### src/hdl/gqp_ram.sv
`default_nettype none
module gqp_ram #(
  parameter int WIDTH = 8,
  parameter int DEPTH = 16
) (
  input  wire logic                                   clk,
  input  wire logic                                   wr_en,
  input  wire logic [((DEPTH > 1) ? $clog2(DEPTH) : 1)-1:0] wr_addr,
  input  wire logic [WIDTH-1:0]                       wr_data,
  input  wire logic                                   rd_en,
  input  wire logic [((DEPTH > 1) ? $clog2(DEPTH) : 1)-1:0] rd_addr,
  output logic      [WIDTH-1:0]                       rd_data
);

  logic [WIDTH-1:0] mem [DEPTH];
  logic [WIDTH-1:0] rd_data_r;

  always_ff @(posedge clk) begin
    if (wr_en) begin
      mem[wr_addr] <= wr_data;
    end
    if (rd_en) begin
      rd_data_r <= mem[rd_addr];
    end
  end

  assign rd_data = rd_data_r;

endmodule
`default_nettype wire

### config.mk
export PLATFORM = sky130hd
export DESIGN_NAME = gqp_ram
export DESIGN_NICKNAME = d
export VERILOG_FILES = /design/src/hdl/gqp_ram.sv
export SDC_FILE = /design/constraint.sdc
export NUM_CORES = 1
export LEC_CHECK = 0
export BUFFER_PORTS_ARGS = -buffer_cell sky130_fd_sc_hd__buf_2
export CAP_MARGIN = 20
export CORE_MARGIN = 2
export CORE_UTILIZATION = 60
export DETAILED_ROUTE_END_ITERATION = 6
export GPL_TIMING_DRIVEN = 0
export HOLD_SLACK_MARGIN = 0.08
export MAX_ROUTING_LAYER = met4
export PLACE_DENSITY = 0.78
export SLEW_MARGIN = 20
export SYNTH_ARGS = -nofsm -noshare
export SYNTH_HDL_FRONTEND = slang
export SYNTH_SLANG_ARGS = --single-unit
### constraint.sdc
create_clock -name clk -period 2.18 [get_ports clk]
set_clock_uncertainty 0.1 [all_clocks]
set_input_delay 0.436 -clock clk [delete_from_list [all_inputs] [get_ports clk]]
set_output_delay 0.436 -clock clk [all_outputs]
set_load 0.05 [all_outputs]
# Word level (Yosys, flattened, before mapping)
# Memory sizes are Yosys's and may differ from the RTL's. A register that Yosys moved wholly into a read port is not among the register bits.
# Cells that the tools add are included.
[totals]
elab_cells = 3
ff_bits = 0
input_bits = 19
mem_count = 1
ramBits = 128
out_inout_bits = 8
[op_classes]
mux = 2
[memory_table]
columns = ["name", "words", "word_bits", "read_ports", "rd_clocked_by_memory_dff", "write_ports", "line_no", "text"]
rows = [
  ["mem", 16, 8, 1, 1, 1, "15", "logic [WIDTH-1:0] mem [DEPTH];"],
]
[ops]
columns = ["operator", "count"]
rows = [
  ["$mux W1", 2],
]

# Longest topological paths before layout
[logic_depth]
depth_word = 2
mapped_depth = 5
depth_no_buf = 3

# Worst setup path after synthesis
# No wires, ideal clock.
[synth_timing]
path_kind = "input to register"
from = "input port wr_addr[2] in the netlist's numbering"
to = "memory mem[0][0] (enable)"
setup_time_ns = 0.383
required_ns = 1.697
n_path_buf = 0
path_stages = 2
t_arrival_ns = 1.546
setup_slack_ns = 0.151
cell_sequence = "or3b_2 -> nor3_1"
[synth_rtl]
columns = ["element", "line_no", "text"]
rows = [
  ["start, declared", "8", "input wire logic [((DEPTH > 1) ? $clog2(DEPTH) : 1)-1:0] wr_addr,"],
  ["end, declared", "15", ""],
]
# No word-level cell before the write port.

# Worst setup path in the final report
[layout_timing]
from = "input port wr_addr[2] in the netlist's numbering"
to = "memory mem[1][0] (enable)"
# No word-level cell before the write port.

==> results_dict.tcl <==
set metrics [dict create \
    post-route-min-period_ps 1740 \
    pin_count 27 \
    final_nets 292 \
    leakage_nw 2.06 \
    dr.pass1.iters 5 \
    row_count 34 \
    place_congestion 0.693 \
    p_per_area_nw_per_um2 1010 \
    crit_required_ps 2220 \
    ys_ff_latch 136 \
    syn_area_per_cell_sq_um 22.8 \
    yosysSeqAreaShare_pct 78.1 \
    grt_setup_unrepaired "false" \
    hold_buffers 0 \
    fill_cells 481 \
    syn_area_sq_um 5230 \
    fp.dieW_um 97.3 \
    worstSkewPairLatency_ps 510 \
    yosysTopAreaCellShare_pct 78.1 \
    cts_tree "yes" \
    wl_per_cell_um 24.7 \
    grt_pass1_wl_um 14900 \
    crit_path_start_kind "input pin" \
    status "complete, no violations" \
    fmax_mhz 575 \
    drive_gt1_share_pct 31.5 \
    end_kind "flop" \
    ant_nets 0 \
    post-route-period-util_pct 79.8 \
    ctsResizeCount 0 \
    synth.area.top_cells "edfxtp_1 (78%), mux4_2 (7.8%), mux4_1 (7.0%), a22oi_1 (2.3%), nor2_1 (0.93%)" \
    syn-num-nets 248 \
    clk_transition_reported_paths_ps 60 \
    post-cts-setup-buffer-count 0 \
    whs_ps 173 \
    cts.sinks 136 \
    antenna_found_initial 0 \
    detailed_place_hpwl_um 6060 \
    routed_via_density 6.36 \
    grt_usage_pct 23.1 \
    rrSetupSlack_ps 480 \
    drt_iter0_drc 288 \
    cts_made_buffers 17 \
    core_area_sq_um 8590 \
    diodes 0 \
    maxSlewViolCount 0 \
    cp_max_fo 8 \
    htreeDepth 4 \
    cp_data_arrival_time_ps 1770 \
    grt_start_max_net_pins 17 \
    cts.path.max_buffers 2 \
    maxCapViolCount 0 \
    startpoint "wr_addr[2]" \
    drc 0 \
    drt-total-wl_um 9740 \
    placed_area_sq_um 5510 \
    dieArea_sq_um 9480 \
    worst_pin_slew_ps 846 \
    ys_types 18 \
    r2r-end "rd_data[0]" \
    reg2reg_depth 3 \
    hold_violations 0 \
    yosys_warnings 0 \
    vdd_drop_max_uv 694 \
    num_vias 2504 \
    syn_inst 229 \
    crit_path_end "mem[1][0]" \
    die_h_um 97.3 \
    synth_top_cell_by_area "edfxtp_1" \
    finish.instance_area_sq_um 6120 \
    first_global_vias 2490 \
    io_buffer_count 25 \
    critical_path_class "input pin to flop" \
    area_delta_synth_final_pct 17.2 \
    setup_viol 0 \
    gr-total-overflow 0 \
    cts_root_buf "clkbuf_8" \
    hold_path_class "input pin to flop" \
    start_util_pct 60.8 \
    slew_headroom_pct 43.4 \
    worstReg2RegStart "mem[4][0]" \
]
==> Yosys cell counts, drive strengths merged <==
master	count
nand3b	2
buf	7
nand2b	2
or3b	1
edfxtp	136
nand2	9
clkdlybuf4s25	3
nand3	1
nor2b	1
a22oi	16
mux4	32
nor3	4
nor2	13
and2b	1
and2	1
==> cells in the final DEF, fill, tap and decap left out, drive strengths merged <==
cell type      netlist  layout
a22oi               16      16
and2                 1       1
and2b                1       1
buf                  7      32
bufinv               0       4
clkbuf               0      17
clkdlybuf4s25        3       3
clkinv               0       8
clkinvlp             0       2
edfxtp             136     136
inv                  0       1
mux4                32      32
nand2                9       9
nand2b               2       2
nand3                1       1
nand3b               2       2
nor2                13      13
nor2b                1       1
nor3                 4       4
or3b                 1       1
==> sequential cells by signal, summed over array words and instances, names as in the netlist <==
register,flops
mem,128
rd_data,8
==> per-stage QoR <==
step           std cells  setup TNS (ps)  setup WS, ps  power (mW)  utilization [%]
6_report             394               0           441        6.20             71.3
4_1_cts              394               0           474        6.23             71.3
2_1_floorplan        229               0           151        3.21                -
3_3_place_gp         362           -4340          -380        3.31             63.9
3_5_place_dp         362            -926         -50.7        3.33             64.1
5_1_grt              394               0           453        6.36             71.3
==> report_power, final <==
group | switching [mW] | internal, mW
clock | 1.06 | 1.86
sequential | 0.0137 | 2.95
combinational | 0.205 | 0.114
total | 1.28 | 4.92
==> layout make-up <==
cell class                      instances  area (sq um)  area share (%)
Clock inverter                         15           203            3.31
Clock buffer                           17           414            6.76
Sequential cell                       136          4080            66.7
Tap cell                              108           135            2.21
Timing Repair Buffer                   25           125            2.04
Multi-Input combinational cell         83          1080            17.6
Buffer                                 10          86.3            1.41
==> routing by layer <==
| layer | vias to the layer above | share of wire [%] | global-route usage, % |
|---|---|---|---|
| li1 | 1074 | - | - |
| met3 | 12 | 7.0 | 4.53 |
| met4 | 0 | 1.3 | 8.33 |
| met2 | 123 | 50 | 34.1 |
| met1 | 1295 | 42 | 33.3 |
| met5 | - | 0 | - |
==> kinds of logic after synthesis <==
| logic type | synth area share (%) |
|---|---|
| buf+inv | 1.65 |
| flops | 78.1 |
| compound gates | 2.30 |
| simple gates | 3.14 |
| mux | 14.8 |
==> worst max-delay path, stage by stage <==
cell	delay [ps]
buf_2	120
or3b_2	540
nor2_1	670
==> how the worst min path moves through the flow <==
stage | from | slack [ps] | endpoint | depth (start not counted)
4_1_cts | rd_en | 160 | rd_data[1] | 1
5_1_grt | rd_en | 160 | rd_data[0] | 1
3_3_place_gp | mem[11][2] | 630 | rd_data[2] | 3
6_report | rd_en | 170 | rd_data[7] | 1
3_5_place_dp | mem[11][7] | 670 | rd_data[7] | 3
2_1_floorplan | wr_data[0] | 430 | mem[0][0] | 0
No activity file was read; power rests on OpenSTA's default activity.
