### src/hdl/gqp_pkg.sv
`default_nettype none
package gqp_pkg;

  localparam int MAX_WIDTH  = 1024;
  localparam int MAX_HEIGHT = 1024;

  localparam int COL_W  = (MAX_WIDTH > 1) ? $clog2(MAX_WIDTH) : 1;
  localparam int ROW_W  = (MAX_HEIGHT > 1) ? $clog2(MAX_HEIGHT) : 1;
  localparam int DIM_W  = 11;
  localparam int CMP_W  = ((COL_W > ROW_W) ? ((COL_W > DIM_W) ? COL_W : DIM_W)
                                           : ((ROW_W > DIM_W) ? ROW_W : DIM_W)) + 1;
  localparam int CNT_W  = 30;
  localparam int ADDR_W = 3;
  localparam int DATA_W = 32;

  localparam logic [CNT_W-1:0] PATH_MOD = CNT_W'(1000000007);

  localparam logic REG_GRID_WIDTH  = 1'b0;
  localparam logic REG_GRID_HEIGHT = 1'b1;

  typedef struct packed {
    logic [DIM_W-1:0] width_eff;
    logic [DIM_W-1:0] height_eff;
    logic             restart;
  } cfg_t;

  typedef struct packed {
    logic             blocked;
    logic [COL_W-1:0] pos;
    logic             first_row;
    logic             first_col;
    logic             last;
  } cell_t;

  typedef struct packed {
    logic             en;
    logic [COL_W-1:0] addr;
    logic [CNT_W-1:0] vert;
    logic [CNT_W-1:0] diag;
  } lwr_t;

  function automatic logic [CNT_W-1:0] mod_add(input logic [CNT_W-1:0] a,
                                               input logic [CNT_W-1:0] b);
    logic [CNT_W:0] s;
    s = {1'b0, a} + {1'b0, b};
    if (s >= {1'b0, PATH_MOD}) begin
      s = s - {1'b0, PATH_MOD};
    end
    return s[CNT_W-1:0];
  endfunction

endpackage
`default_nettype wire

### src/hdl/gqp_cfg.sv
`default_nettype none
module gqp_cfg (
  input  wire logic                         clk,
  input  wire logic                         rst_n,
  input  wire logic                         psel,
  input  wire logic                         penable,
  input  wire logic                         pwrite,
  input  wire logic [gqp_pkg::ADDR_W-1:0]   paddr,
  input  wire logic [gqp_pkg::DATA_W-1:0]   pwdata,
  output logic      [gqp_pkg::DATA_W-1:0]   prdata,
  output logic                              pready,
  output gqp_pkg::cfg_t                     cfg
);

  logic [gqp_pkg::DIM_W-1:0] width_r;
  logic [gqp_pkg::DIM_W-1:0] width_nxt;
  logic [gqp_pkg::DIM_W-1:0] height_r;
  logic [gqp_pkg::DIM_W-1:0] height_nxt;
  logic                      wr;

  assign pready = 1'b1;
  assign wr     = psel && penable && pwrite;

  always_comb begin
    width_nxt  = width_r;
    height_nxt = height_r;
    if (wr) begin
      case (paddr[2])
        gqp_pkg::REG_GRID_WIDTH:  width_nxt  = pwdata[gqp_pkg::DIM_W-1:0];
        gqp_pkg::REG_GRID_HEIGHT: height_nxt = pwdata[gqp_pkg::DIM_W-1:0];
        default: ;
      endcase
    end
  end

  always_ff @(posedge clk) begin
    if (!rst_n) begin
      width_r  <= gqp_pkg::DIM_W'(1);
      height_r <= gqp_pkg::DIM_W'(1);
    end else begin
      width_r  <= width_nxt;
      height_r <= height_nxt;
    end
  end

  always_comb begin
    case (paddr[2])
      gqp_pkg::REG_GRID_WIDTH:  prdata = gqp_pkg::DATA_W'(width_r);
      gqp_pkg::REG_GRID_HEIGHT: prdata = gqp_pkg::DATA_W'(height_r);
      default:                  prdata = '0;
    endcase
  end

  // zero acts as one, oversize width acts as the store depth, oversize height as MAX_HEIGHT
  always_comb begin
    if (width_r == '0) begin
      cfg.width_eff = gqp_pkg::DIM_W'(1);
    end else if (32'(width_r) > 32'(gqp_pkg::MAX_WIDTH)) begin
      cfg.width_eff = gqp_pkg::DIM_W'(gqp_pkg::MAX_WIDTH);
    end else begin
      cfg.width_eff = width_r;
    end
    if (height_r == '0) begin
      cfg.height_eff = gqp_pkg::DIM_W'(1);
    end else if (32'(height_r) > 32'(gqp_pkg::MAX_HEIGHT)) begin
      cfg.height_eff = gqp_pkg::DIM_W'(gqp_pkg::MAX_HEIGHT);
    end else begin
      cfg.height_eff = height_r;
    end
    cfg.restart = wr && (paddr[2] == gqp_pkg::REG_GRID_WIDTH ||
                         paddr[2] == gqp_pkg::REG_GRID_HEIGHT);
  end

endmodule
`default_nettype wire

### config.mk
export PLATFORM = sky130hd
export DESIGN_NAME = gqp_cfg
export DESIGN_NICKNAME = d
export VERILOG_FILES = /design/src/hdl/gqp_pkg.sv /design/src/hdl/gqp_cfg.sv
export SDC_FILE = /design/constraint.sdc
export NUM_CORES = 1
export LEC_CHECK = 0
export BUFFER_PORTS_ARGS = -buffer_cell sky130_fd_sc_hd__buf_2
export CORE_MARGIN = 2
export CORE_UTILIZATION = 35
export DETAILED_ROUTE_END_ITERATION = 8
export GPL_ROUTABILITY_DRIVEN = 0
export PLACE_DENSITY = 0.68
export SLEW_MARGIN = 20
export SYNTH_ARGS = -nofsm -noshare
export SYNTH_HDL_FRONTEND = slang
export SYNTH_SLANG_ARGS = --single-unit
### constraint.sdc
create_clock -name clk -period 2.4 [get_ports clk]
set_input_delay 0.6 -clock clk [delete_from_list [all_inputs] [get_ports clk]]
set_output_delay 0.6 -clock clk [all_outputs]
set_load 0.01 [all_outputs]
---- Yosys cells after proc, flatten, opt, wreduce, memory -nomap -nowiden ----
Index checks and enable logic that the tools add are counted.
storage, ports and cells
  bits in registers ....................... 22
  output and inout port bits .............. 56
  logic and storage cells ................. 16
operators by class
  magnitude comparators ................... 2
  mux-type cells .......................... 5
  bitwise operators ....................... 1
  reduce and logical (&&, ||, !) cells .... 6
operators with widths
  cell                    count
  $pmux W32 S2            1
  $mux W11                4
  $gt A11 B11 Y1 const B  2
  $logic_not A11 Y1       2
  $reduce_and A2 Y1       2
  $logic_and A1 B1 Y1     2
  $not A1 Y1              1

---- Longest topological paths before layout ----
Gate-level depths: netlist of run 1.
  depth in word-level cells ............... 3
  mapped depth ............................ 3
  depth with buffers taken out ............ 2

---- Worst setup path before layout of run 1 ----
Ideal clock, no wire load.
  path type ............................... input-to-output
  start point ............................. input port paddr[2] (netlist name)
  end point ............................... output port prdata[0] (netlist name)
  arrival time ............................ 1101 ps
  path slack .............................. 699 ps
  stages .................................. 2
  cells stage by stage .................... buf_4 -> mux2_2
on the way
  longest elaborated chain between the ends .. 2
RTL lines
  element                      RTL line       source
  start, declared              gqp_cfg.sv:8   input wire logic [gqp_pkg::ADDR_W-1:0] paddr,
  $not A1 Y1 (no source line)  --
  $pmux W32 S2 *               gqp_cfg.sv:47  case (paddr[2])
  end, declared                gqp_cfg.sv:10  output logic [gqp_pkg::DATA_W-1:0] prdata,
Every way passes the cells marked *; elsewhere a longest branch is shown, timed or not. The select of a mux whose other input is x is not followed.

==> results of run 1 <==
per-layer routing:
metal | track usage [%] | part of all wire [%] | wire, um
met5 | 0 | 0 | 0
met4 | 5.357 | 0.80 | 24
met3 | 2.196 | 5.4 | 161
met2 | 21.50 | 47 | 1417
met1 | 17.85 | 46 | 1388
cell usage in the layout, fill, tap and decap left out:
cell type,instances
sky130_fd_sc_hd__buf_2,50
sky130_fd_sc_hd__nand2_1,31
sky130_fd_sc_hd__mux2i_1,22
sky130_fd_sc_hd__conb_1,22
sky130_fd_sc_hd__dfxtp_1,22
sky130_fd_sc_hd__nor2b_1,21
sky130_fd_sc_hd__mux2_2,10
sky130_fd_sc_hd__nor4_1,4
sky130_fd_sc_hd__clkbuf_8,4
sky130_fd_sc_hd__nor2_1,2
sky130_fd_sc_hd__inv_1,2
sky130_fd_sc_hd__a32o_1,2
sky130_fd_sc_hd__and3_1,1
sky130_fd_sc_hd__o21ai_0,1
sky130_fd_sc_hd__nand4_2,1
sky130_fd_sc_hd__nand4b_4,1
sky130_fd_sc_hd__buf_4,1
final cells by class:
class | instances | area (um^2) | area share (%)
multi-input cells | 118 | 763.2 | 48.18
flip-flops and latches | 22 | 440.4 | 27.80
repair buffers | 51 | 257.7 | 16.27
well taps | 48 | 60.06 | 3.791
clock buffers | 4 | 55.05 | 3.476
inverters | 2 | 7.507 | 0.4739
Yosys cell counts:
master and number:
sky130_fd_sc_hd__a32o_1 2, sky130_fd_sc_hd__clkbuf_1 7, sky130_fd_sc_hd__nand2_1 31, sky130_fd_sc_hd__nand4_2 1, sky130_fd_sc_hd__inv_1 2, sky130_fd_sc_hd__nor2b_1 21, sky130_fd_sc_hd__mux2i_1 22, sky130_fd_sc_hd__nor4_1 4
sky130_fd_sc_hd__nand4b_4 1, sky130_fd_sc_hd__buf_4 24, sky130_fd_sc_hd__mux2_2 10, sky130_fd_sc_hd__buf_6 2, sky130_fd_sc_hd__dfxtp_1 22, sky130_fd_sc_hd__and3_1 1, sky130_fd_sc_hd__conb_1 2, sky130_fd_sc_hd__o21ai_0 1
sky130_fd_sc_hd__nor2_1 2
registers in the layout, summed over array words and instances (netlist names):
signal    flops
width_r      11
height_r     11
final timing paths:
| check | startpoint | end | slack (ns) | depth (start not counted) |
|---|---|---|---|---|
| setup / recovery | width_r[10]$_SDFFE_PN0P_ | cfg[12] | 0.37 | 3 |
| hold reg to reg | width_r[5]$_SDFFE_PN0P_ | width_r[5]$_SDFFE_PN0P_ | 0.49 | 2 |
| hold / removal | width_r[5]$_SDFFE_PN0P_ | width_r[5]$_SDFFE_PN0P_ | 0.49 | 2 |
| setup reg to reg | width_r[10]$_SDFFE_PN0P_ | width_r[10]$_SDFFE_PN0P_ | 1.49 | 2 |
power groups by stage:
stage / Combinational, mW / Clock [mW] / Sequential (mW)
2_1_floorplan: 0.0994 / 0 / 0.387
4_1_cts: 0.106 / 0.265 / 0.381
3_5_place_dp: 0.106 / 0 / 0.390
5_1_grt: 0.117 / 0.280 / 0.383
6_report: 0.106 / 0.257 / 0.381
3_3_place_gp: 0.105 / 0 / 0.390
metrics by stage:
stage / instances / hold WS [ns] / setup slack (ns) / area, um^2
floorplan: 175 / 0.4558 / 0.6991 / 1440
global placement: 241 / 0.4720 / 0.3710 / 1529
detailed placement: 241 / 0.4771 / 0.3687 / 1529
CTS: 245 / 0.4926 / 0.3325 / 1584
global route: 245 / 0.5159 / 0.3104 / 1584
finish: 245 / 0.4908 / 0.3699 / 1584
critical path: stages, from the launching register on:
cell and delay [ns]:
sky130_fd_sc_hd__dfxtp_1 0.46, sky130_fd_sc_hd__nor4_1 0.34, sky130_fd_sc_hd__a32o_1 0.24, sky130_fd_sc_hd__buf_2 0.14
cell families after synthesis:
kind of cell    after synthesis  share of synthesized area [%]
compound gates                3                          1.833
simple gates                 61                          23.65
buf+inv                      35                          17.32
other cells                   2                         0.5502
mux                          32                          24.38
flops                        22                          32.26
==> reports/qor.yml, run 1 <==
outcome: "completed"
cts_root_buf: "sky130_fd_sc_hd__clkbuf_8"
overflow: 0
wl_mm: 2.991
detail_route.vias_per_cell: 4.478
yosysWarnings: 0
cts_buffer_depth: 2
worst-setup-path-type: "flop to primary output"
detail_route.drc_violations: 0
clk_transition_reported_paths_ns: 0.08
wire_length_of_the_first_global_routing_pass_mm: 4.478
post_detailed_route_count_of_antenna_violating_nets: 0
seq_area_frac_synth_pct: 32.26
final_nets: 238
fin_total_pwr_mw: 0.7439
power.switching_fraction_pct: 24.70
fin_crit_ns: 2.030
timing.hold.worst.class: "flop to flop"
grt_start_max_net_pins: 34
finalClockSkew_ns: 0
vias: 1097
post_route_cells_drive_above_1_share_pct: 34.01
combinationalPowerShare_pct: 14.2
power_density_nw_per_um2: 469.6
worstPathRequired_ns: 1.80
die_h_um: 66.45
drt_first_iter_violations: 20
postCtsHoldBufs: 0
tritoncts: "done"
cts.repair_timing.setup_buffer_count: 0
setup.worst_path.end_class: "primary output"
numClockSinks: 22
wl_per_cell_um: 12.21
global_route.usage.total_pct: 13.42
timing.critical_path.fanout_max: 13
die_footprint_um2: 4416
netlist-cell-type-count: 17
num_io_pins: 96
synth.top_cells.by_area: "sky130_fd_sc_hd__dfxtp_1, sky130_fd_sc_hd__mux2i_1, sky130_fd_sc_hd__buf_4, sky130_fd_sc_hd__nor2b_1, sky130_fd_sc_hd__nand2_1"
ir_drop_mv: 0.2163
initial_core_util_pct: 36.73
drv_cap: 0
switching_power_summed_over_all_nets_mw: 0.1838
grt_pass1_vias: 967
die_w_um: 66.45
grt_antenna_before_repair: 0
setup_tns_ns: 0
worstPathArrival_ns: 1.43
fp.coreArea_um2: 3716
syn_to_final_growth_pct: 16.04
power_frac_seq_pct: 51.3
numCtsBuffers: 3
antenna-diode-count: 0
synth_top_area_cell: "sky130_fd_sc_hd__dfxtp_1"
syn-instance-count: 155
fmax_ghz: 0.4926
post_cts.resized_instances: 0
setup_repair_after_global_routing_missed_its_margin: "no"
post-synth-top-area-fraction_pct: 32.26
timing_worst_slew_pin_value_ns: 0.5458
timing.final.hold_violations: 0
rows: 22
ctsHtreeMaxLevel: 1
insertion_delay_ns: 0.25
internal-power_mw: 0.5601
worst_slew_margin_rel_pct: 63.52
leakagePower_nw: 0.9341
num-fill-cells: 386
synthesis.area_per_instance_um2: 8.807
fin_util_pct: 42.63
setup_viol: 0
crit_path_start_kind: "flop"
mappedNetlistArea_um2: 1365
final_min_period_over_clock_period_pct: 84.59
numPortBuffers: 50
finalMaxSlewViolations: 0
detailedRoute.firstPassIterationCount: 4
yosys_register_bits: 22
clkPwrFrac_pct: 34.5
Note: power is estimated with default switching activity, not from simulation.
==> inputs of run 2 (changes only) <==
clock period = 1.9 ns   (was 2.4 ns; I/O delays follow)
==> run 2 against run 1 <==
  * Core utilization grew 1.0 points
  * Non-clock buffer count up 4
  * Power is 28% higher
  * Clock skew is the same
  * Critical path type unchanged
  * Highest routed layer unchanged
==> reports/qor.yml, run 2 (synthesized netlist as in run 1, its figures left out) <==
worstPathArrival_ns: 1.33
detail_route.vias_per_cell: 4.482
setup_tns_ns: 0
grt_pass1_vias: 1014
worst_hold_path_cell_count: 3
die_footprint_um2: 4416
internal-power_mw: 0.7121
num_io_pins: 96
timing.hold.worst.class: "primary input to flop"
pre_cts_slack_ns: 0.1206
power_density_nw_per_um2: 589.3
ir_drop_mv: 0.3992
leakagePower_nw: 0.9554
detailedRoute.firstPassIterationCount: 4
fmax_ghz: 0.5538
finalMaxSlewViolations: 0
timing.final.hold_violations: 0
ctsHtreeMaxLevel: 1
cts_buffer_depth: 2
global_route.usage.total_pct: 14.09
setup.worst_path.end_class: "primary output"
r2r_slack_ns: 0.99
path_delay_family: "flip-flops"
num-fill-cells: 413
overflow: 0
vias: 1116
worstPathRequired_ns: 1.42
worst-setup-path-type: "flop to primary output"
crit_path_max_incr_delay_ns: 0.45
numClockSinks: 22
wl_per_cell_um: 12.12
final_common_cell: "sky130_fd_sc_hd__buf_2"
numPortBuffers: 50
final_min_period_over_clock_period_pct: 95.04
hold_path.startpoint: "pwdata[10]"
die_w_um: 66.45
worstPathBufferInverterCount: 3
dpl.hpwl_mm: 2.287
grt_start_max_net_pins: 15
numCtsBuffers: 3
cts_root_buf: "sky130_fd_sc_hd__clkbuf_8"
insertion_delay_ns: 0.26
syn_to_final_growth_pct: 18.79
cts.repair_timing.setup_buffer_count: 0
switching_power_summed_over_all_nets_mw: 0.2434
power_frac_seq_pct: 50.5
chain_of_cells_forming_the_critical_path: "buf_4 > inv_1 > a32o_1 > buf_2"
multiInputGateArea_um2: 769.5
antenna-diode-count: 0
timing.critical_path.fanout_max: 8
initial_core_util_pct: 36.73
detail_route.drc_violations: 0
postCtsHoldBufs: 0
setup_ws_ns: 0.09423
mostFrequentLayoutCells: "sky130_fd_sc_hd__buf_2, sky130_fd_sc_hd__nand2_1, sky130_fd_sc_hd__mux2i_1, sky130_fd_sc_hd__conb_1"
reg.largest.list: "height_r: 11 flops, width_r: 11 flops"
combinationalPowerShare_pct: 14.5
power.switching_fraction_pct: 25.47
grt_antenna_before_repair: 0
fin_crit_ns: 1.806
clkPwrFrac_pct: 35.1
post_detailed_route_count_of_antenna_violating_nets: 0
finalClockSkew_ns: 0
setup_repair_after_global_routing_missed_its_margin: "no"
rows: 22
worst_hold_slack_ns: 0.4726
outcome: "completed"
clk_transition_reported_paths_ns: 0.08
detailed_place.area_um2: 1559
crit_path_top_delay_cell: "sky130_fd_sc_hd__dfxtp_1"
dp_cells: 245
sequential_cell_area_um2: 441.7
setup_viol: 0
final_nets: 242
critical_path_depth: 4
drv_cap: 0
worstRegToRegCells: 3
fp.coreArea_um2: 3716
min_to: "width_r[10]$_SDFFE_PN0P_"
crit_path_start_kind: "flop"
wire_length_of_the_first_global_routing_pass_mm: 4.719
wl_mm: 3.019
postLayoutCellArea_um2: 1622
tritoncts: "done"
post_route_cells_drive_above_1_share_pct: 36.32
post_cts.resized_instances: 0
drt_first_iter_violations: 30
finish.cell_count_without_fillers: 249
timing.rr.start: "height_r[10]$_SDFFE_PN0P_"
reg2reg_to: "height_r[10]$_SDFFE_PN0P_"
die_h_um: 66.45
## run 2: cell count changes in the layout (fill, tap and decap cells not counted)
cell / previous run / this run
sky130_fd_sc_hd__buf_4: 1 / 5
sky130_fd_sc_hd__dfxtp_1: 22 / 21
sky130_fd_sc_hd__dfxtp_2: 0 / 1
sky130_fd_sc_hd__nor4_1: 4 / 3
sky130_fd_sc_hd__nor4_2: 0 / 1
## run 2: tightest hold or removal path: stages
cell and delay (ns):
sky130_fd_sc_hd__buf_2 0.10, sky130_fd_sc_hd__nand2_1 0.06, sky130_fd_sc_hd__mux2i_1 0.06
## run 2: final cells by class
type	instances	area share [%]
multi-input cells	118	47.45
flip-flops and latches	22	27.24
repair buffers	55	17.75
well taps	48	3.704
clock buffers	4	3.395
inverters	2	0.4630
## run 2: routing by layer
layer | GRT usage [%] | vias up | share of wire (%) | wire, um
li1 | - | 558 | - | -
met1 | 18.39 | 516 | 46 | 1378
met2 | 23.38 | 40 | 48 | 1443
met3 | 3.547 | 2 | 6.0 | 182
met4 | 3.061 | 0 | 0.50 | 15
met5 | 0 | - | 0 | 0
## run 2: power by group through the flow
stage          Clock [mW]  Sequential, mW  Combinational (mW)
2_1_floorplan           0           0.488               0.126
3_3_place_gp            0           0.493               0.137
3_5_place_dp            0           0.493               0.139
4_1_cts             0.344           0.482               0.139
5_1_grt             0.361           0.484               0.155
6_report            0.335           0.482               0.138
## run 2: worst max path at each step
stage                              startpoint         to  slack [ns]
floorplan                            paddr[2]  prdata[0]        0.45
global placement                     paddr[2]  prdata[0]        0.13
detailed placement                   paddr[2]  prdata[3]        0.12
CTS                  width_r[10]$_SDFFE_PN0P_    cfg[12]        0.02
global route         width_r[10]$_SDFFE_PN0P_    cfg[12]        0.02
finish              height_r[10]$_SDFFE_PN0P_     cfg[1]        0.09
## run 2: through the flow
stage / power (mW) / util (%)
detailed placement: 0.6315 / 41.95
global route: 1.000 / 43.64
CTS: 0.9648 / 43.43
floorplan: 0.6138 / -
finish: 0.9555 / 43.64
global placement: 0.6297 / 41.95
