### config.mk
export PLATFORM = sky130hd
export DESIGN_NAME = gqp_calc
export DESIGN_NICKNAME = d
export VERILOG_FILES = /design/src/hdl/gqp_pkg.sv /design/src/hdl/gqp_calc.sv
export SDC_FILE = /design/constraint.sdc
export NUM_CORES = 1
export LEC_CHECK = 0
export ABC_CLOCK_PERIOD_IN_PS = 28500
export BUFFER_PORTS_ARGS = -buffer_cell sky130_fd_sc_hd__buf_2
export CORE_MARGIN = 10
export CORE_UTILIZATION = 45
export DETAILED_ROUTE_END_ITERATION = 12
export SLEW_MARGIN = 20
export SYNTH_ARGS = -nofsm -noshare
export SYNTH_HDL_FRONTEND = slang
export SYNTH_SLANG_ARGS = --single-unit
### constraint.sdc
create_clock -name clk -period 28.5 [get_ports clk]
set_input_delay 4.275 -clock clk [delete_from_list [all_inputs] [get_ports clk]]
set_output_delay 4.275 -clock clk [all_outputs]
set_load 0.03 [all_outputs]
### src/hdl/gqp_pkg.sv
`default_nettype none
package gqp_pkg;

  localparam int MAX_WIDTH  = 1024;
  localparam int MAX_HEIGHT = 1024;

  localparam int COL_W  = (MAX_WIDTH > 1) ? $clog2(MAX_WIDTH) : 1;
  localparam int ROW_W  = (MAX_HEIGHT > 1) ? $clog2(MAX_HEIGHT) : 1;
  localparam int DIM_W  = 11;
  localparam int CMP_W  = ((COL_W > ROW_W) ? ((COL_W > DIM_W) ? COL_W : DIM_W)
                                           : ((ROW_W > DIM_W) ? ROW_W : DIM_W)) + 1;
  localparam int CNT_W  = 30;
  localparam int ADDR_W = 3;
  localparam int DATA_W = 32;

  localparam logic [CNT_W-1:0] PATH_MOD = CNT_W'(1000000007);

  localparam logic REG_GRID_WIDTH  = 1'b0;
  localparam logic REG_GRID_HEIGHT = 1'b1;

  typedef struct packed {
    logic [DIM_W-1:0] width_eff;
    logic [DIM_W-1:0] height_eff;
    logic             restart;
  } cfg_t;

  typedef struct packed {
    logic             blocked;
    logic [COL_W-1:0] pos;
    logic             first_row;
    logic             first_col;
    logic             last;
  } cell_t;

  typedef struct packed {
    logic             en;
    logic [COL_W-1:0] addr;
    logic [CNT_W-1:0] vert;
    logic [CNT_W-1:0] diag;
  } lwr_t;

  function automatic logic [CNT_W-1:0] mod_add(input logic [CNT_W-1:0] a,
                                               input logic [CNT_W-1:0] b);
    logic [CNT_W:0] s;
    s = {1'b0, a} + {1'b0, b};
    if (s >= {1'b0, PATH_MOD}) begin
      s = s - {1'b0, PATH_MOD};
    end
    return s[CNT_W-1:0];
  endfunction

endpackage
`default_nettype wire

### src/hdl/gqp_calc.sv
`default_nettype none
module gqp_calc (
  input  wire logic                        clk,
  input  wire logic                        rst_n,
  input  wire logic                        restart,
  input  wire logic                        in_valid,
  output logic                             in_ready,
  input  wire gqp_pkg::cell_t              cur,
  input  wire logic [gqp_pkg::CNT_W-1:0]   vert_rd,
  input  wire logic [gqp_pkg::CNT_W-1:0]   diag_rd,
  output gqp_pkg::lwr_t                    lwr,
  output logic                             out_valid,
  input  wire logic                        out_ready,
  output logic      [gqp_pkg::CNT_W-1:0]   path_count,
  output logic                             is_last
);

  // cell stage, line store read data arrives here
  gqp_pkg::cell_t            cell_r;
  logic                      cell_vld_r;
  logic                      cell_vld_nxt;
  logic                      byp_r;
  logic [gqp_pkg::CNT_W-1:0] byp_v_r;
  logic [gqp_pkg::CNT_W-1:0] byp_d_r;
  logic [gqp_pkg::CNT_W-1:0] h_run_r;
  logic [gqp_pkg::CNT_W-1:0] d_hold_r;

  // result stage
  logic                      res_vld_r;
  logic                      res_vld_nxt;
  logic [gqp_pkg::CNT_W-1:0] res_cnt_r;
  logic                      res_last_r;

  logic                      accept;
  logic                      res_free;
  logic                      cell_move;
  logic [gqp_pkg::CNT_W-1:0] v_mem;
  logic [gqp_pkg::CNT_W-1:0] d_mem;
  logic [gqp_pkg::CNT_W-1:0] v_in;
  logic [gqp_pkg::CNT_W-1:0] d_old;
  logic [gqp_pkg::CNT_W-1:0] h_in;
  logic [gqp_pkg::CNT_W-1:0] d_in;
  logic [gqp_pkg::CNT_W-1:0] cnt;
  logic [gqp_pkg::CNT_W-1:0] v_new;
  logic [gqp_pkg::CNT_W-1:0] h_new;
  logic [gqp_pkg::CNT_W-1:0] d_new;

  assign res_free  = !res_vld_r || out_ready;
  assign cell_move = cell_vld_r && res_free;
  assign in_ready  = !cell_vld_r || res_free;
  assign accept    = in_valid && in_ready;

  always_comb begin
    v_mem = byp_r ? byp_v_r : vert_rd;
    d_mem = byp_r ? byp_d_r : diag_rd;
    v_in  = cell_r.first_row ? '0 : v_mem;
    d_old = cell_r.first_row ? '0 : d_mem;
    h_in  = cell_r.first_col ? '0 : h_run_r;
    d_in  = cell_r.first_col ? '0 : d_hold_r;
    if (cell_r.first_row && cell_r.first_col) begin
      // goal cell
      cnt   = gqp_pkg::CNT_W'(1);
      v_new = gqp_pkg::CNT_W'(1);
      h_new = gqp_pkg::CNT_W'(1);
      d_new = gqp_pkg::CNT_W'(1);
    end else if (cell_r.blocked) begin
      cnt   = '0;
      v_new = '0;
      h_new = '0;
      d_new = '0;
    end else begin
      cnt   = gqp_pkg::mod_add(gqp_pkg::mod_add(v_in, h_in), d_in);
      v_new = gqp_pkg::mod_add(v_in, cnt);
      h_new = gqp_pkg::mod_add(h_in, cnt);
      d_new = gqp_pkg::mod_add(d_in, cnt);
    end
  end

  always_comb begin
    lwr.en   = cell_move;
    lwr.addr = cell_r.pos;
    lwr.vert = v_new;
    lwr.diag = d_new;
  end

  always_comb begin
    cell_vld_nxt = cell_vld_r;
    if (accept) begin
      cell_vld_nxt = 1'b1;
    end else if (cell_move) begin
      cell_vld_nxt = 1'b0;
    end
    res_vld_nxt = res_vld_r;
    if (cell_move) begin
      res_vld_nxt = 1'b1;
    end else if (out_ready) begin
      res_vld_nxt = 1'b0;
    end
  end

  always_ff @(posedge clk) begin
    if (!rst_n) begin
      cell_vld_r <= 1'b0;
      res_vld_r  <= 1'b0;
      h_run_r    <= '0;
      d_hold_r   <= '0;
    end else begin
      cell_vld_r <= cell_vld_nxt;
      res_vld_r  <= res_vld_nxt;
      if (restart) begin
        h_run_r  <= '0;
        d_hold_r <= '0;
      end else if (cell_move) begin
        h_run_r  <= h_new;
        d_hold_r <= d_old;
      end
    end
  end

  // payload, plus forwarding of a same-address write in the read cycle
  always_ff @(posedge clk) begin
    if (accept) begin
      cell_r  <= cur;
      byp_r   <= cell_move && (cell_r.pos == cur.pos);
      byp_v_r <= v_new;
      byp_d_r <= d_new;
    end
    if (cell_move) begin
      res_cnt_r  <= cnt;
      res_last_r <= cell_r.last;
    end
  end

  assign out_valid  = res_vld_r;
  assign path_count = res_cnt_r;
  assign is_last    = res_last_r;

endmodule
`default_nettype wire
# --- After elaboration in Yosys (flattened, before gate mapping) ---
# Index checks and enable logic that the tools add are counted.
classes:
  n_addsub: 10
  n_lt_le_gt_ge: 5
  n_eq_ne: 1
  muxes: 26
  bitwise_logic: 1
  reduce_logical: 12
op_table:
  columns: ["cell", "n"]
  rows:
  - ["two-way mux 30 bit", 21]
  - ["adder 30 x 30 -> 31 bit", 5]
  - [">= comparator 31 x 30 -> 1 bit (second input constant)", 5]
  - ["subtractor 30 bit (second input constant)", 5]
  - ["== test 10 bit", 1]
  - ["two-way mux 1 bit", 5]
  - ["logical AND 1 bit", 4]
  - ["nonzero test 2 bit", 2]
  - ["OR reduction 2 bit", 2]
  - ["logical NOT 1 bit", 2]
  - ["logical OR 1 bit", 2]
  - ["inverter 1 bit", 1]
word_totals:
  register_bits: 168
  out_inout_bits: 104

# --- Longest topological paths before layout ---
# Gate-level depths: netlist (run 1).
depth:
  ltp_word: 17
  mapped_depth: 64
  ltp_nobuf: 55

# --- Least setup slack after synthesis (run 1) ---
# OpenSTA, ideal clock, no wires.
synth_timing:
  path_kind: "input -> output"
  from: "in vert_rd[0] (netlist name)"
  to: "out lwr[2] (netlist name)"
  arrival_ps: 17549
  t_required_ps: 24225
  slack_ps: 6676
  cell_stages: 57
  path_buffers: 4
  cell_sequence: "mux2i_1 nor2_1 ha_1 inv_1 fa_1 a211oi_1 o21ai_0 a21oi_1 o31a_1 o31a_1 o211ai_1 a211oi_1 o31a_1 or3_1 nand3_1 o211ai_1 a211oi_1 a21oi_1 (+21 left out) a21oi_1 o21bai_1 a21o_1 a21oi_1 o21ai_0 a21oi_1 o211ai_1 and4_1 nand3b_1 and3_1 o311ai_0 a221oi_1 a2111oi_0 o2111ai_1 o21ai_1 clkbuf_1 a21oi_1 nor3b_1"
synth_lines:
  columns: ["item", "line", "source"]
  rows:
  - ["start, declared", "gqp_calc.sv:9", "input wire logic [gqp_pkg::CNT_W-1:0] vert_rd,"]
  - ["end, declared", "gqp_calc.sv:11", "output gqp_pkg::lwr_t lwr,"]

==> results of run 1 <==
-- through the flow --
| step | area [um^2] | worst slack [ps] | util, % | hold WS (ps) | instances |
|---|---|---|---|---|---|
| 2_1_floorplan | 20050 | 6676 | - | 400.3 | 2575 |
| 3_3_place_gp | 21490 | 4856 | 48.71 | 428.3 | 3269 |
| 3_5_place_dp | 21490 | 4510 | 48.71 | 433.6 | 3269 |
| 4_1_cts | 22100 | 4439 | 50.08 | 451.5 | 3301 |
| 5_1_grt | 22110 | 3192 | 50.10 | 466.6 | 3302 |
| 6_report | 22110 | 4322 | 50.10 | 447.2 | 3302 |
-- kinds of logic after synthesis --
| kind of cell | share of synthesized area, % |
|---|---|
| AO/OA/AOI/OAI | 25.09 |
| XOR/XNOR | 7.182 |
| adder cells (fa/ha/maj) | 10.05 |
| buffers and inverters | 3.993 |
| flip-flops | 22.06 |
| multiplexers | 4.268 |
| AND/OR/NAND/NOR | 27.36 |
-- routing by layer --
| metal | vias up | GRT usage (%) | wire [um] |
|---|---|---|---|
| met5 | - | 0 | 0 |
| li1 | 9879 | - | - |
| met1 | 9534 | 34.86 | 33220 |
| met3 | 92 | 5.131 | 4264 |
| met2 | 623 | 41.73 | 32350 |
| met4 | 0 | 8.366 | 1833 |
-- layout make-up --
type | count | area, um^2 | area share [%]
inverters | 76 | 285.3 | 1.290
multi-input cells | 2215 | 14860 | 67.24
well taps | 592 | 740.7 | 3.350
clock inverters | 12 | 136.4 | 0.6169
clock buffers | 20 | 467.9 | 2.117
repair buffers | 219 | 1189 | 5.377
flip-flops and latches | 168 | 4424 | 20.01
-- worst max-delay path, delay by kind of cell --
family | cells | cell delay [ps]
compound gates | 35 | 9700
xor+xnor | 3 | 890
fa+ha+maj | 3 | 1160
buf+inv | 5 | 1110
mux | 2 | 530
simple gates | 9 | 2170
-- worst max path at each step --
stage | start | endpoint | cells past startpoint
finish | vert_rd[1] | lwr[7] | 57
global route | vert_rd[1] | lwr[7] | 56
CTS | vert_rd[1] | lwr[7] | 56
detailed placement | vert_rd[1] | lwr[7] | 56
global placement | vert_rd[1] | lwr[7] | 56
floorplan | vert_rd[0] | lwr[2] | 57
-- report_power, final --
part           switching [W]  internal (W)  total [W]
Combinational       0.000228      0.000108   0.000337
Clock               0.000114      0.000137   0.000251
Sequential        0.00000455      0.000273   0.000278
Total               0.000347      0.000519   0.000866
-- state kept, by name, indices dropped and copies added, names as in the netlist --
signal	count
byp_r	1
out_valid	1
cell_r	4
lwr	10
h_run_r	30
byp_d_r	30
is_last	1
d_hold_r	30
byp_v_r	30
cell_vld_r	1
path_count	30
-- synth_stat cells, types with 12 or more instances --
cell,number,area (um^2)
a211oi_1,26,195.2
a21boi_0,23,172.7
a21o_1,64,480.5
a21oi_1,218,1091
a31oi_1,32,200.2
and2_1,66,412.9
and3_1,36,225.2
buf_1,18,67.56
buf_4,12,90.09
clkbuf_1,73,274.0
dfxtp_1,62,1241
edfxtp_1,106,3183
ha_1,153,1914
inv_1,76,285.3
mux2i_1,81,810.8
nand2_1,180,675.7
nand2b_1,39,244.0
nand3_1,84,420.4
nand4_1,25,156.4
nor2_1,220,825.8
nor2b_1,85,531.8
nor3_1,113,565.5
nor3b_1,16,120.1
nor4_1,44,275.3
o211ai_1,19,142.6
o21a_1,31,232.7
o21ai_0,138,690.7
o21ai_1,14,70.07
o21bai_1,24,180.2
o31ai_1,32,240.2
or2_2,19,118.9
or3_1,46,287.8
or4_1,25,187.7
xnor2_1,98,858.3
xor2_1,62,543.0
==> metrics.yaml, run 1 <==
status:
  status: "finished, final reports clean"
die:
  rows: 77
  die_width_um: 231.1
  core_um2: 44120
  start_util_pct: 45.44
  dieArea_um2: 53400
  io-pin-count: 183
  die_h_um: 231.1
cells_and_area:
  antenna_cells: 0
  drive_gt1_share_pct: 11.55
  final_nets: 2934
  final_common_cell: "nor2_1"
  layout_common_cells: "220 x nor2_1, 217 x a21oi_1, 182 x buf_2"
  area_growth_pct: 10.25
  fillers: 4509
timing:
  timing.final.crit_share_pct: 84.84
  maxSlewHeadroom_pct: 35.80
  hold_viol: 0
  min_period_ps: 24180
  clock_skew_ps: 12.34
  drv_slew: 0
  tns_ps: 0
  rsz0062_at_grt: "no"
  setup_viol: 0
  max_freq_mhz: 41.36
  tightest_slew_ps: 956.2
critical_path:
  required_ps: 24230
  critical-path-max-stage-delay_ps: 780
  crit_arrival_ps: 19900
  timing.rr.end: "h_run_r[0]"
  rr_startpoint: "byp_r"
  crit_path_start_kind: "input port"
  ff2ff_setup_slack_ps: 11840
  critical_path_class: "input port to primary output"
  end_kind: "primary output"
  slowest_stage: "o311ai_0"
  worstRegToRegCells: 56
  critPathMaxFanout: 39
  path_common_cell: "a21oi_1"
worst_hold_path:
  hold_path_end: "h_run_r[21]"
  hold_path_depth: 2
  min_path_type: "register to register"
  worstHoldStart: "h_run_r[21]"
global_routing:
  overflow: 0
  grt_pass1_wl_um: 110200
  grt_max_degree: 67
  grt.total_usage_pct: 26.13
  antenna_found_initial: 2
  grt_pass1_vias: 19119
detailed_routing:
  via_count: 20128
  drtIter0Drc: 1681
  dr.pass1.iters: 5
  routed_wl_um: 71670
  avgRoutedWirePerCell_um: 21.70
  drc: 0
  drtAntennaViolNets: 0
  via_per_inst: 6.096
yosys:
  synthCells: 2575
  synth_area_um2: 20050
  synth_seq_cells: 168
  yosysUniqueCellTypes: 97
  synth_ff_type: "edfxtp_1"
  seq_area_frac_synth_pct: 22.06
  synth_edf_count: 106
  syn_avg_cell_area_um2: 7.787
  synth-warning-count: 0
  ys_async_sr_fraction_pct: 0
  syn-num-nets: 2812
clock_tree:
  clock_sinks: 168
  cts_tree: "yes"
  clock_latency_ps: 500
  post_cts_buffers: 0
  cts_htree_levels: 4
  cts_buffers: 17
  cts_resized: 0
  ctsRootBufferMaster: "clkbuf_16"
  hold_buffers: 0
  cts_buffer_depth: 2
  clk_pin_slew_ps: 70
power:
  report.power.total_w: 0.0008658
  powerDensity_nw_per_um2: 39.16
  p_leak_nw: 9.345
  ir_drop_mv: 0.04494
placement:
  dp_hpwl_um: 57560
  port_buffers: 182
  gp_congestion: 0.9683
flow_run:
  maxCapViolCount: 0
Power figures use the tool's default switching activity.
==> run 2, diff against run 1 <==
--- a/config.mk
+++ b/config.mk
@@ -5,7 +5,8 @@
 export SDC_FILE = /design/constraint.sdc
 export NUM_CORES = 1
 export LEC_CHECK = 0
-export ABC_CLOCK_PERIOD_IN_PS = 28500
+export ABC_AREA = 1
+export ABC_CLOCK_PERIOD_IN_PS = 23800
 export BUFFER_PORTS_ARGS = -buffer_cell sky130_fd_sc_hd__buf_2
 export CORE_MARGIN = 10
 export CORE_UTILIZATION = 45
==> constraint.sdc (replaced) <==
create_clock -name clk -period 23.8 [get_ports clk]
set_input_delay 3.57 -clock clk [delete_from_list [all_inputs] [get_ports clk]]
set_output_delay 3.57 -clock clk [all_outputs]
set_load 0.03 [all_outputs]
==> run 2 against run 1 <==
Net effect:
- utilization decreased by 0.20 points
- count of clock-buffer cells in the layout down 3
- worst hold slack got worse by 23 ps
==> metrics.yaml, run 2 <==
die:
  die_h_um: 235.3
  die_width_um: 235.3
  core_um2: 45580
  rows: 78
  dieArea_um2: 55380
  start_util_pct: 45.78
  io-pin-count: 183
yosys:
  synth_ff_type: "edfxtp_1"
  synth_area_um2: 20860
  ys_async_sr_fraction_pct: 0
  synth_top_cell_area_share_pct: 18.94
  synth.most_common_cell: "nand2_1"
  syn_avg_cell_area_um2: 6.077
  synth_seq_cells: 168
  yosysUniqueCellTypes: 57
  yosys.area.top_type: "nand2_1"
  synthCells: 3433
  ys_top_cells_by_count: "1,053 x nand2_1, 499 x inv_1, 399 x nor2_1, 240 x a21oi_1, 211 x nand3_1"
  seq_area_frac_synth_pct: 21.21
  synth-warning-count: 0
  synth_area_leaders: "nand2_1 19%, edfxtp_1 15%, ha_1 9.2%, inv_1 9.0%, nor2_1 7.2%"
  synth_edf_count: 106
  syn-num-nets: 3670
critical_path:
  critPathMaxFanout: 37
  worstRegToRegCells: 74
  critical-path-max-stage-delay_ps: 930
  timing.rr.end: "h_run_r[24]"
  crit_path_start_kind: "input port"
  critical_path_class: "input port to primary output"
  rr_startpoint: "byp_r"
  path_common_cell: "nand2_1"
  end_kind: "primary output"
  ff2ff_setup_slack_ps: 7540
  required_ps: 20230
  slowest_stage: "o21ai_0"
  crit_arrival_ps: 16890
detailed_routing:
  routed_wl_um: 75900
  drtIter0Drc: 1552
  via_per_inst: 5.325
  drtAntennaViolNets: 0
  drc: 0
  via_count: 22211
  avgRoutedWirePerCell_um: 18.20
  dr.pass1.iters: 7
global_routing:
  grt_max_degree: 64
  grt_pass1_vias: 21398
  grt_pass1_wl_um: 116900
  overflow: 0
  antenna_found_initial: 0
  grt.total_usage_pct: 26.59
clock_tree:
  cts_htree_levels: 4
  clk_pin_slew_ps: 70
  cts_tree: "yes"
  clock_latency_ps: 510
  cts_buffers: 17
  post_cts_buffers: 0
  cts_buffer_depth: 2
  ctsRootBufferMaster: "clkbuf_16"
  cts_resized: 0
  clock_sinks: 168
  hold_buffers: 0
cells_and_area:
  multi_input_comb_area_um2: 14060
  fillers: 4755
  final_common_cell: "nand2_1"
  layout_common_cells: "1,052 x nand2_1, 496 x inv_1, 397 x nor2_1"
  drive_gt1_share_pct: 10.33
  area_growth_pct: 9.008
  antenna_cells: 0
  regArea_um2: 4424
  final_nets: 3795
timing:
  rsz0062_at_grt: "no"
  tns_ps: 0
  whs_ps: 424.1
  clock_skew_ps: 14.57
  fin_ws_ps: 3342
  maxSlewHeadroom_pct: 30.92
  setup_viol: 0
  drv_slew: 0
  min_period_ps: 20460
  max_freq_mhz: 48.88
  timing.final.crit_share_pct: 85.96
  tightest_slew_ps: 1025
  hold_viol: 0
placement:
  dp_hpwl_um: 63030
  pre_cts_ws_ps: 3581
  gp_congestion: 0.9590
  port_buffers: 182
power:
  swShare_pct: 42.94
  p_leak_nw: 11.81
  power_frac_comb_pct: 40.4
  ir_drop_mv: 0.05120
  p_sw_w: 0.0004454
  powerDensity_nw_per_um2: 45.61
  clockPowerShare_pct: 27.5
  p_seq_share_pct: 32.0
  p_int_w: 0.0005918
worst_hold_path:
  worstHoldStart: "cell_r[0]"
  min_path_type: "register to register"
  hold_path_depth: 0
  hold_path_end: "is_last"
status:
  status: "finished, final reports clean"
flow_run:
  maxCapViolCount: 0
run 2: changes by cell type after synthesis, sizes merged, moves of 62 or more:
cell / before / now
nand2: 180 / 1093
inv: 76 / 508
nor2: 220 / 418
nand3: 84 / 228
nor2b: 85 / 0
mux2i: 81 / 0
nor3: 113 / 39
and2: 71 / 9
run 2: final cells by class:
cell class	count	share of cell area [%]
clock buffers	17	1.870
clock inverters	15	0.6107
inverters	510	8.428
multi-input cells	2664	61.84
flip-flops and latches	168	19.45
well taps	600	3.301
repair buffers	197	4.500
run 2: metrics by stage:
stage	util, %	power (W)	std cells	cell area [um^2]
global route	49.90	0.001098	4171	22740
floorplan	-	0.0006405	3433	20860
detailed placement	48.66	0.0007524	4139	22180
finish	49.90	0.001037	4171	22740
global placement	48.66	0.0007494	4139	22180
CTS	49.90	0.001039	4171	22740
run 2: worst max-delay path: cells and delay by family:
| kind | cells | cell delay [ps] |
|---|---|---|
| AO/OA/AOI/OAI | 15 | 3960 |
| XOR/XNOR | 4 | 1310 |
| adder cells (fa/ha/maj) | 4 | 1540 |
| buffers and inverters | 5 | 940 |
| AND/OR/NAND/NOR | 36 | 5580 |
run 2: cells by family (layout without fill, tap and decap cells):
family          after synthesis  after routing  synth area share [%]
buf+inv                     601            739                 11.45
compound gates              463            463                 12.64
simple gates               1889           1889                 38.44
flops                       168            168                 21.21
xor+xnor                    154            154                 6.609
fa+ha+maj                   158            158                 9.655
run 2: layer usage:
metal  wire length, um  track usage, %  vias up
met5                 0               0        -
met1             32490           32.04    10143
met2             36200           46.16      685
li1                  -               -    11244
met3              4012           3.649      139
met4              3199           12.01        0
run 2: power groups by stage:
| stage | combinational (W) | sequential (W) | clock (W) |
|---|---|---|---|
| 2_1_floorplan | 0.000296 | 0.000345 | 0 |
| 3_3_place_gp | 0.000411 | 0.000338 | 0 |
| 3_5_place_dp | 0.000414 | 0.000339 | 0 |
| 4_1_cts | 0.000416 | 0.000332 | 0.000291 |
| 5_1_grt | 0.000462 | 0.000334 | 0.000302 |
| 6_report | 0.000419 | 0.000332 | 0.000286 |
run 2: worst max path at each step:
stage	start	endpoint	slack, ps	depth (start not counted)
after floorplan	vert_rd[1]	lwr[16]	6780	74
after global placement	vert_rd[1]	lwr[8]	3930	70
after detailed placement	vert_rd[1]	lwr[58]	3580	61
after CTS	vert_rd[1]	lwr[8]	3570	70
after global routing	vert_rd[1]	lwr[8]	2070	72
final	vert_rd[1]	lwr[8]	3340	64
